**config.mk**
```make
export PLATFORM = sky130hd
export DESIGN_NAME = bc1_bc3_block_decoder
export DESIGN_NICKNAME = d
export VERILOG_FILES = /design/src/rtl/bcd_pkg.sv /design/src/rtl/bc1_bc3_block_decoder.sv /design/src/rtl/bcd_front.sv /design/src/rtl/bcd_queue.sv /design/src/rtl/bcd_back.sv
export SDC_FILE = /design/constraint.sdc
export NUM_CORES = 2
export LEC_CHECK = 0
export BUFFER_PORTS_ARGS = -buffer_cell sky130_fd_sc_hd__buf_2
export CORE_ASPECT_RATIO = 1.75
export CORE_MARGIN = 2
export CORE_UTILIZATION = 35
export DETAILED_ROUTE_END_ITERATION = 8
export GPL_ROUTABILITY_DRIVEN = 0
export PLACE_DENSITY = 0.6
export SYNTH_ARGS = -nofsm -noshare
export SYNTH_HDL_FRONTEND = slang
export SYNTH_SLANG_ARGS = --single-unit
export TNS_END_PERCENT = 20
```
**constraint.sdc**
```tcl
create_clock -name clk -period 10.89 [get_ports clk]
set_input_delay 3.267 -clock clk [delete_from_list [all_inputs] [get_ports clk]]
set_output_delay 3.267 -clock clk [all_outputs]
set_load 0.02 [all_outputs]
```
**src/rtl/bcd_pkg.sv**
```systemverilog
// Shared types, constants and arithmetic helpers for the BC1/BC3 block decoder.
`default_nettype none

package bcd_pkg;

    // Configuration port
    localparam int CFG_ADDR_W = 3;
    localparam int CFG_IDX_W  = CFG_ADDR_W - 2;
    localparam logic [CFG_IDX_W-1:0] REG_BLOCK_FORMAT = '0;

    localparam logic FMT_BC1 = 1'b0;
    localparam logic FMT_BC3 = 1'b1;

    // Palette queue between front and back
    localparam int QDEPTH = 2;
    localparam int QPTR_W = $clog2(QDEPTH);
    localparam int QCNT_W = $clog2(QDEPTH + 1);

    localparam logic [7:0]  ALPHA_OPAQUE = 8'd255;
    localparam logic [7:0]  ALPHA_CLEAR  = 8'd0;
    localparam logic [3:0]  TEXEL_LAST   = 4'd15;

    // Reciprocals for constant division
    localparam logic [9:0]  RECIP3 = 10'd683;   // /3 as *683 >> 11
    localparam logic [11:0] RECIP7 = 12'd2341;  // /7 as *2341 >> 14
    localparam logic [11:0] RECIP5 = 12'd3277;  // /5 as *3277 >> 14

    typedef struct packed {
        logic [63:0] alpha_block;
        logic [63:0] color_block;
    } blk_t;

    typedef struct packed {
        logic [3:0]  texel_index;
        logic [31:0] texel_rgba;
        logic        last_texel;
    } texel_t;

    // Decoded block: full palettes plus the per-texel indices
    typedef struct packed {
        logic [3:0][23:0] color;
        logic [7:0][7:0]  alpha;
        logic [31:0]      cidx;
        logic [47:0]      aidx;
    } pal_t;

    function automatic logic [7:0] widen5(input logic [4:0] v);
        logic [13:0] t;
        logic [13:0] s;
        t = {1'b0, v, 8'b0} - {9'b0, v} + 14'd16;
        s = (t >> 5) + t;
        return s[12:5];
    endfunction

    function automatic logic [7:0] widen6(input logic [5:0] v);
        logic [14:0] t;
        logic [14:0] s;
        t = {1'b0, v, 8'b0} - {9'b0, v} + 15'd32;
        s = (t >> 6) + t;
        return s[13:6];
    endfunction

    function automatic logic [7:0] div3(input logic [9:0] x);
        logic [19:0] p;
        p = x * RECIP3;
        return p[18:11];
    endfunction

    function automatic logic [7:0] div7(input logic [10:0] x);
        logic [22:0] p;
        p = x * RECIP7;
        return p[21:14];
    endfunction

    function automatic logic [7:0] div5(input logic [10:0] x);
        logic [22:0] p;
        p = x * RECIP5;
        return p[21:14];
    endfunction

    // Weighted endpoint sum for alpha code c (2..7); divided later
    function automatic logic [10:0] alpha_sum(input logic [7:0] a0, input logic [7:0] a1,
                                              input logic [2:0] c, input logic gt);
        logic [2:0] w0;
        logic [2:0] w1;
        w1 = c - 3'd1;
        if (gt)
            w0 = 3'd0 - c;          // 8 - c, modulo 8
        else if (c < 3'd6)
            w0 = 3'd6 - c;
        else
        begin
            w0 = 3'd0;
            w1 = 3'd0;
        end
        return 11'(w0) * 11'(a0) + 11'(w1) * 11'(a1);
    endfunction

endpackage

`default_nettype wire

```
**src/rtl/bc1_bc3_block_decoder.sv**
```systemverilog
// Top level of the BC1/BC3 texture block decoder: config register and datapath wiring.
`default_nettype none

// Decodes one compressed 4x4 block per request into sixteen RGBA8 texels, emitted in
// row-major order, one per cycle while a palette is queued and texel_ready holds, with
// last_texel marking texel 15. The output channel sets the pace: a block occupies the
// texel walker through all sixteen texels while the front end decodes the next block's
// palette and parks it in a two-entry queue. The first texel passes through the front
// stage register, a queue entry and the output register, in that order, before it is
// valid. block_format (address 0, bit 0) picks BC1 (0) or BC3 (1); it is sampled when
// a block is accepted, so change it only with the decoder idle. In BC1 mode alpha_block
// is ignored and every texel has alpha 255.

module bc1_bc3_block_decoder (
    input  wire logic                         clk,
    input  wire logic                         rst_n,
    // APB-style configuration port
    input  wire logic                         psel,
    input  wire logic                         penable,
    input  wire logic                         pwrite,
    input  wire logic [bcd_pkg::CFG_ADDR_W-1:0] paddr,
    input  wire logic [31:0]                  pwdata,
    output logic [31:0]                       prdata,
    output logic                              pready,
    // block requests
    input  wire logic                         blk_valid,
    output logic                              blk_ready,
    input  wire bcd_pkg::blk_t                blk,
    // texel results
    output logic                              texel_valid,
    input  wire logic                         texel_ready,
    output bcd_pkg::texel_t                   texel
);
    import bcd_pkg::*;

    logic                 fmt_reg;
    logic                 fmt_next;
    logic [CFG_IDX_W-1:0] reg_idx;
    logic                 cfg_write;

    logic fq_valid;
    logic fq_ready;
    pal_t fq_data;
    logic qb_valid;
    logic qb_ready;
    pal_t qb_data;

    // Register access: word index from the byte address, low two bits ignored
    assign reg_idx   = paddr[CFG_ADDR_W-1:2];
    assign pready    = 1'b1;
    assign cfg_write = psel && penable && pwrite;

    always_comb
    begin
        fmt_next = fmt_reg;
        if (cfg_write && reg_idx == REG_BLOCK_FORMAT)
            fmt_next = pwdata[0];
    end

    always_comb
    begin
        case (reg_idx)
            REG_BLOCK_FORMAT: prdata = {31'b0, fmt_reg};
            default:          prdata = '0;
        endcase
    end

    always_ff @(posedge clk or negedge rst_n)
    begin
        if (!rst_n)
            fmt_reg <= FMT_BC1;
        else
            fmt_reg <= fmt_next;
    end

    // Front end: endpoint widening and palette build
    bcd_front u_front (
        .clk       (clk),
        .rst_n     (rst_n),
        .fmt       (fmt_reg),
        .blk_valid (blk_valid),
        .blk_ready (blk_ready),
        .blk       (blk),
        .pal_valid (fq_valid),
        .pal_ready (fq_ready),
        .pal       (fq_data)
    );

    // Decoupling queue so the front can run ahead of the texel walk
    bcd_queue u_queue (
        .clk        (clk),
        .rst_n      (rst_n),
        .push_valid (fq_valid),
        .push_ready (fq_ready),
        .push_data  (fq_data),
        .pop_valid  (qb_valid),
        .pop_ready  (qb_ready),
        .pop_data   (qb_data)
    );

    // Back end: one texel per cycle into the output register while texel_ready holds
    bcd_back u_back (
        .clk         (clk),
        .rst_n       (rst_n),
        .pal_valid   (qb_valid),
        .pal_ready   (qb_ready),
        .pal         (qb_data),
        .texel_valid (texel_valid),
        .texel_ready (texel_ready),
        .texel       (texel)
    );

endmodule

`default_nettype wire

```
**src/rtl/bcd_front.sv**
```systemverilog
// Front end: accepts blocks, widens endpoints, builds color and alpha palettes.
`default_nettype none

module bcd_front (
    input  wire logic          clk,
    input  wire logic          rst_n,
    input  wire logic          fmt,
    input  wire logic          blk_valid,
    output logic               blk_ready,
    input  wire bcd_pkg::blk_t blk,
    output logic               pal_valid,
    input  wire logic          pal_ready,
    output bcd_pkg::pal_t      pal
);
    import bcd_pkg::*;

    typedef struct packed {
        logic             bc3;
        logic             four;
        logic [2:0][7:0]  e0;
        logic [2:0][7:0]  e1;
        logic [7:0]       a0;
        logic [7:0]       a1;
        logic             agt;
        logic [5:0][10:0] asum;
        logic [31:0]      cidx;
        logic [47:0]      aidx;
    } fe_t;

    fe_t  st_reg;
    fe_t  st_next;
    logic st_valid_reg;
    logic st_valid_next;
    logic accept;

    assign blk_ready = !st_valid_reg || pal_ready;
    assign accept    = blk_valid && blk_ready;

    // Stage 1: endpoint widening and alpha weighted sums
    always_comb
    begin
        logic [15:0] c0;
        logic [15:0] c1;
        c0 = blk.color_block[15:0];
        c1 = blk.color_block[31:16];
        st_next.bc3   = (fmt == FMT_BC3);
        st_next.four  = (fmt == FMT_BC3) || (c0 > c1);
        st_next.e0[0] = widen5(c0[15:11]);
        st_next.e0[1] = widen6(c0[10:5]);
        st_next.e0[2] = widen5(c0[4:0]);
        st_next.e1[0] = widen5(c1[15:11]);
        st_next.e1[1] = widen6(c1[10:5]);
        st_next.e1[2] = widen5(c1[4:0]);
        st_next.a0    = blk.alpha_block[7:0];
        st_next.a1    = blk.alpha_block[15:8];
        st_next.agt   = blk.alpha_block[7:0] > blk.alpha_block[15:8];
        for (int c = 2; c < 8; c++)
            st_next.asum[c-2] = alpha_sum(blk.alpha_block[7:0], blk.alpha_block[15:8],
                                          3'(c), blk.alpha_block[7:0] > blk.alpha_block[15:8]);
        st_next.cidx  = blk.color_block[63:32];
        st_next.aidx  = blk.alpha_block[63:16];
    end

    always_comb
    begin
        st_valid_next = st_valid_reg;
        if (accept)
            st_valid_next = 1'b1;
        else if (pal_ready)
            st_valid_next = 1'b0;
    end

    always_ff @(posedge clk or negedge rst_n)
    begin
        if (!rst_n)
            st_valid_reg <= 1'b0;
        else
            st_valid_reg <= st_valid_next;
    end

    always_ff @(posedge clk)
    begin
        if (accept)
            st_reg <= st_next;
    end

    // Stage 2: interpolated palette entries
    assign pal_valid = st_valid_reg;

    always_comb
    begin
        logic [9:0] x2;
        logic [9:0] x3;
        logic [8:0] mid;
        pal.cidx     = st_reg.cidx;
        pal.aidx     = st_reg.aidx;
        pal.color[0] = st_reg.e0;
        pal.color[1] = st_reg.e1;
        pal.color[2] = '0;
        pal.color[3] = '0;
        for (int ch = 0; ch < 3; ch++)
        begin
            x2  = {1'b0, st_reg.e0[ch], 1'b0} + {2'b0, st_reg.e1[ch]};
            x3  = {2'b0, st_reg.e0[ch]} + {1'b0, st_reg.e1[ch], 1'b0};
            mid = {1'b0, st_reg.e0[ch]} + {1'b0, st_reg.e1[ch]};
            if (st_reg.four)
            begin
                pal.color[2][ch*8 +: 8] = div3(x2);
                pal.color[3][ch*8 +: 8] = div3(x3);
            end
            else
            begin
                pal.color[2][ch*8 +: 8] = mid[8:1];
                pal.color[3][ch*8 +: 8] = 8'd0;
            end
        end

        pal.alpha[0] = st_reg.a0;
        pal.alpha[1] = st_reg.a1;
        for (int c = 2; c < 8; c++)
        begin
            if (st_reg.agt)
                pal.alpha[c] = div7(st_reg.asum[c-2]);
            else if (c == 6)
                pal.alpha[c] = ALPHA_CLEAR;
            else if (c == 7)
                pal.alpha[c] = ALPHA_OPAQUE;
            else
                pal.alpha[c] = div5(st_reg.asum[c-2]);
        end
        if (!st_reg.bc3)
            pal.alpha = {8{ALPHA_OPAQUE}};
    end

endmodule

`default_nettype wire

```
**src/rtl/bcd_queue.sv**
```systemverilog
// Short FIFO of decoded palettes between the front and back ends.
`default_nettype none

module bcd_queue (
    input  wire logic          clk,
    input  wire logic          rst_n,
    input  wire logic          push_valid,
    output logic               push_ready,
    input  wire bcd_pkg::pal_t push_data,
    output logic               pop_valid,
    input  wire logic          pop_ready,
    output bcd_pkg::pal_t      pop_data
);
    import bcd_pkg::*;

    pal_t              mem_reg [QDEPTH];
    logic [QPTR_W-1:0] wr_ptr_reg;
    logic [QPTR_W-1:0] wr_ptr_next;
    logic [QPTR_W-1:0] rd_ptr_reg;
    logic [QPTR_W-1:0] rd_ptr_next;
    logic [QCNT_W-1:0] cnt_reg;
    logic [QCNT_W-1:0] cnt_next;
    logic              push;
    logic              pop;

    assign push_ready = (cnt_reg != QCNT_W'(QDEPTH));
    assign pop_valid  = (cnt_reg != '0);
    assign push       = push_valid && push_ready;
    assign pop        = pop_valid && pop_ready;
    assign pop_data   = mem_reg[rd_ptr_reg];

    always_comb
    begin
        wr_ptr_next = wr_ptr_reg;
        rd_ptr_next = rd_ptr_reg;
        cnt_next    = cnt_reg;
        if (push)
            wr_ptr_next = (wr_ptr_reg == QPTR_W'(QDEPTH - 1)) ? '0 : wr_ptr_reg + 1'b1;
        if (pop)
            rd_ptr_next = (rd_ptr_reg == QPTR_W'(QDEPTH - 1)) ? '0 : rd_ptr_reg + 1'b1;
        if (push && !pop)
            cnt_next = cnt_reg + 1'b1;
        else if (pop && !push)
            cnt_next = cnt_reg - 1'b1;
    end

    always_ff @(posedge clk or negedge rst_n)
    begin
        if (!rst_n)
        begin
            wr_ptr_reg <= '0;
            rd_ptr_reg <= '0;
            cnt_reg    <= '0;
        end
        else
        begin
            wr_ptr_reg <= wr_ptr_next;
            rd_ptr_reg <= rd_ptr_next;
            cnt_reg    <= cnt_next;
        end
    end

    always_ff @(posedge clk)
    begin
        if (push)
            mem_reg[wr_ptr_reg] <= push_data;
    end

    a_cnt_bound: assert property (@(posedge clk) disable iff (!rst_n)
        cnt_reg <= QCNT_W'(QDEPTH))
        else $error("queue count above depth");

    a_cnt_up: assert property (@(posedge clk) disable iff (!rst_n)
        (push && !pop) |=> (cnt_reg == $past(cnt_reg) + 1'b1))
        else $error("queue count missed a push");

    a_cnt_down: assert property (@(posedge clk) disable iff (!rst_n)
        (pop && !push) |=> (cnt_reg == $past(cnt_reg) - 1'b1))
        else $error("queue count missed a pop");

    a_ptr_gap: assert property (@(posedge clk) disable iff (!rst_n)
        (cnt_reg == '0 || cnt_reg == QCNT_W'(QDEPTH)) |-> (wr_ptr_reg == rd_ptr_reg))
        else $error("queue pointers disagree with count");

endmodule

`default_nettype wire

```
**src/rtl/bcd_back.sv**
```systemverilog
// Back end: walks the sixteen texels of a decoded block into the output register.
`default_nettype none

module bcd_back (
    input  wire logic          clk,
    input  wire logic          rst_n,
    input  wire logic          pal_valid,
    output logic               pal_ready,
    input  wire bcd_pkg::pal_t pal,
    output logic               texel_valid,
    input  wire logic          texel_ready,
    output bcd_pkg::texel_t    texel
);
    import bcd_pkg::*;

    logic [3:0] cnt_reg;
    logic [3:0] cnt_next;
    logic       out_valid_reg;
    logic       out_valid_next;
    texel_t     out_reg;
    texel_t     out_next;
    logic       load;
    logic [1:0] ci;
    logic [2:0] ai;

    assign load      = pal_valid && (!out_valid_reg || texel_ready);
    assign pal_ready = load && (cnt_reg == TEXEL_LAST);

    assign ci = pal.cidx[{cnt_reg, 1'b0} +: 2];
    assign ai = pal.aidx[6'(cnt_reg) * 6'd3 +: 3];

    always_comb
    begin
        out_next.texel_index = cnt_reg;
        out_next.texel_rgba  = {pal.alpha[ai], pal.color[ci]};
        out_next.last_texel  = (cnt_reg == TEXEL_LAST);
    end

    always_comb
    begin
        cnt_next       = cnt_reg;
        out_valid_next = out_valid_reg;
        if (load)
        begin
            cnt_next       = cnt_reg + 1'b1;
            out_valid_next = 1'b1;
        end
        else if (texel_ready)
            out_valid_next = 1'b0;
    end

    always_ff @(posedge clk or negedge rst_n)
    begin
        if (!rst_n)
        begin
            cnt_reg       <= '0;
            out_valid_reg <= 1'b0;
        end
        else
        begin
            cnt_reg       <= cnt_next;
            out_valid_reg <= out_valid_next;
        end
    end

    always_ff @(posedge clk)
    begin
        if (load)
            out_reg <= out_next;
    end

    assign texel_valid = out_valid_reg;
    assign texel       = out_reg;

endmodule

`default_nettype wire
```
==> impl_metrics.json <==
{
  "finalHoldViolCount": 0,
  "required_ns": 11.26,
  "fill_cells": 17300,
  "antenna_found_initial": 13,
  "final_cell_mix": "ha_1, inv_1, edfxtp_1, fa_1, xnor2_1",
  "synth.area.top_cells": "edfxtp_1, ha_1, fa_1",
  "synth_async_sr_flop_share": 0.0149,
  "ant_nets": 0,
  "cts_hold_buffers": 0,
  "cts.sinks": 737,
  "initial_core_util": 0.351,
  "fin_cells": 8005,
  "finalSetupViolations": 0,
  "synth_edf_count": 726,
  "grt_pass1_wl_microns": 231000,
  "r2r_cells": 26,
  "fmax_mhz": 129,
  "die_w_microns": 325,
  "yosys_warnings": 0,
  "crit_path_end_kind": "register",
  "critPathLaunch": "u_front.pal[152]",
  "cts_tree": "built",
  "via_per_inst": 4.94,
  "grt_pass1_vias": 43000,
  "synth_top_area_share": 0.346,
  "wl_per_cell_microns": 18.3,
  "areaGrowthSynthToFinish_pct": 9.54,
  "final_common_cell": "ha_1",
  "max_slew_margin": 0.169,
  "synth_ff_type": "edfxtp_1",
  "num-nets-final": 7316,
  "placed_cells": 7863,
  "rows": 206,
  "gr-total-overflow": 0,
  "tns_ns": 0,
  "drt_iter0_drc": 1687,
  "worstSetupPathType": "register to register",
  "grt_max_degree": 133,
  "whs_path_depth": 0,
  "via_count": 39500,
  "largest_register_ffs": 480,
  "skew_ns": 0.0245,
  "place_area_sq_um": 66700,
  "num_io_pins": 242,
  "die_h_microns": 565,
  "hold_path.class": "register to register",
  "ys_types": 75,
  "layout_setup_ws_ns": 3.14,
  "critical_path.startpoint_type": "register",
  "syn_avg_cell_area_sq_um": 11.8,
  "postCtsResizedCells": 0,
  "critical_path_arrival_ns": 8.13,
  "path_clk_slew_ns": 0.06,
  "pre_cts_slack_ns": 2.55,
  "drive_above_1_share": 0.0772,
  "fin_crit_sh": 0.712,
  "grt_usage": 0.162,
  "port_buffers": 176,
  "timing.max_cap.violations": 0,
  "dieArea_sq_um": 184000,
  "clock_latency_ns": 0.67,
  "status": "complete, no violations",
  "clockBufferDepth": 3,
  "drc": 0,
  "synthCells": 5333,
  "worst_pin_slew_ns": 1.24,
  "detail_route.first_pass.iterations": 6,
  "reg2reg_from": "u_front.pal[152]",
  "cts_buffers": 75,
  "wl_microns": 147000,
  "synth-seq-cells": 737,
  "ys_seq_area_frac": 0.350,
  "rsz0062_at_grt": "false",
  "postLayoutCellArea_sq_um": 69100,
  "drv_slew": 0,
  "synth_top_area_cell": "edfxtp_1",
  "hold_start": "u_front.pal[45]",
  "syn_area_sq_um": 63100,
  "core_area_sq_um": 179000,
  "post-route-min-period_ns": 7.75,
  "place_hpwl_microns": 119000,
  "worst-path-max-fanout": 8,
  "postCtsSetupBuffers": 0,
  "h-tree-depth": 3,
  "root_buffer": "clkbuf_16"
}
[path summary, 6_finish.rpt]
path,slack [ns],end
max,3.14,u_queue.mem_reg[0][206]
min,0.44,u_queue.mem_reg[0][45]
max reg2reg,3.14,u_queue.mem_reg[0][206]
min reg2reg,0.44,u_queue.mem_reg[0][45]
max in group asynchronous,8.17,u_queue.rd_ptr_reg
min in group asynchronous,2.48,u_back.cnt_reg[1]
[worst max-delay path, stage by stage (launching register included)]
cell       delay [ns]
edfxtp_1         0.59
ha_1             0.33
fa_1             0.40
a21o_1           0.19
a21oi_1          0.30
o21bai_1         0.13
a21oi_1          0.20
xor2_1           0.36
inv_1            0.17
ha_1             0.35
ha_1             0.29
inv_1            0.05
fa_1             0.52
inv_1            0.05
fa_1             0.49
inv_1            0.05
fa_1             0.52
inv_1            0.04
ha_1             0.26
o21a_1           0.10
o21ai_0          0.14
or2_2            0.33
o21ai_0          0.41
a211oi_1         0.19
o21bai_1         0.25
a2111oi_0        0.14
nor3_1           0.59
[Yosys cell counts, types with 49 or more instances]
cell	number
ha_1	1216
mux2i_1	101
a21oi_1	200
nand3_1	54
xor2_1	93
inv_1	1003
mux4_2	78
nor2_1	195
nand2_1	151
nor3_1	74
o21ai_0	106
fa_1	382
edfxtp_1	726
xnor2_1	228
o21bai_1	49
a21o_1	63
[cells by family after synthesis]
logic type                 synth area share
AOI/OAI and AO/OA                    0.0713
xor gates and xnor gates             0.0446
adders and majority gates             0.363
buffers and inverters                0.0708
DFF                                   0.350
muxes                                0.0473
other                              0.000119
and+or+nand+nor                      0.0531
[final cells by class]
class | count | area (sq um) | share of cell area
Sequential cell | 737 | 22100 | 0.320
Multi-Input combinational cell | 3527 | 36700 | 0.532
Antenna cell | 4 | 10.0 | 0.000145
Inverter | 1004 | 3770 | 0.0546
Clock inverter | 46 | 419 | 0.00607
Timing Repair Buffer | 203 | 1110 | 0.0161
Clock buffer | 92 | 1960 | 0.0284
Tap cell | 2392 | 2990 | 0.0433
[metal layers]
| metal | up-vias | track usage | share of wire |
|---|---|---|---|
| li1 | 19000 | - | - |
| met1 | 19500 | 0.161 | 0.35 |
| met2 | 713 | 0.319 | 0.55 |
| met3 | 291 | 0.0272 | 0.043 |
| met4 | 18 | 0.0811 | 0.055 |
| met5 | - | 0 | 0.00083 |
[per-stage QoR]
step,hold WS [ns],util
5_1_grt,0.451,0.385
6_report,0.442,0.385
2_1_floorplan,0.421,-
3_5_place_dp,0.434,0.372
4_1_cts,0.441,0.385
3_3_place_gp,0.423,0.372
Power is not shown: default switching activity piles up to over one toggle a cycle in this logic, so the estimate is an artifact.
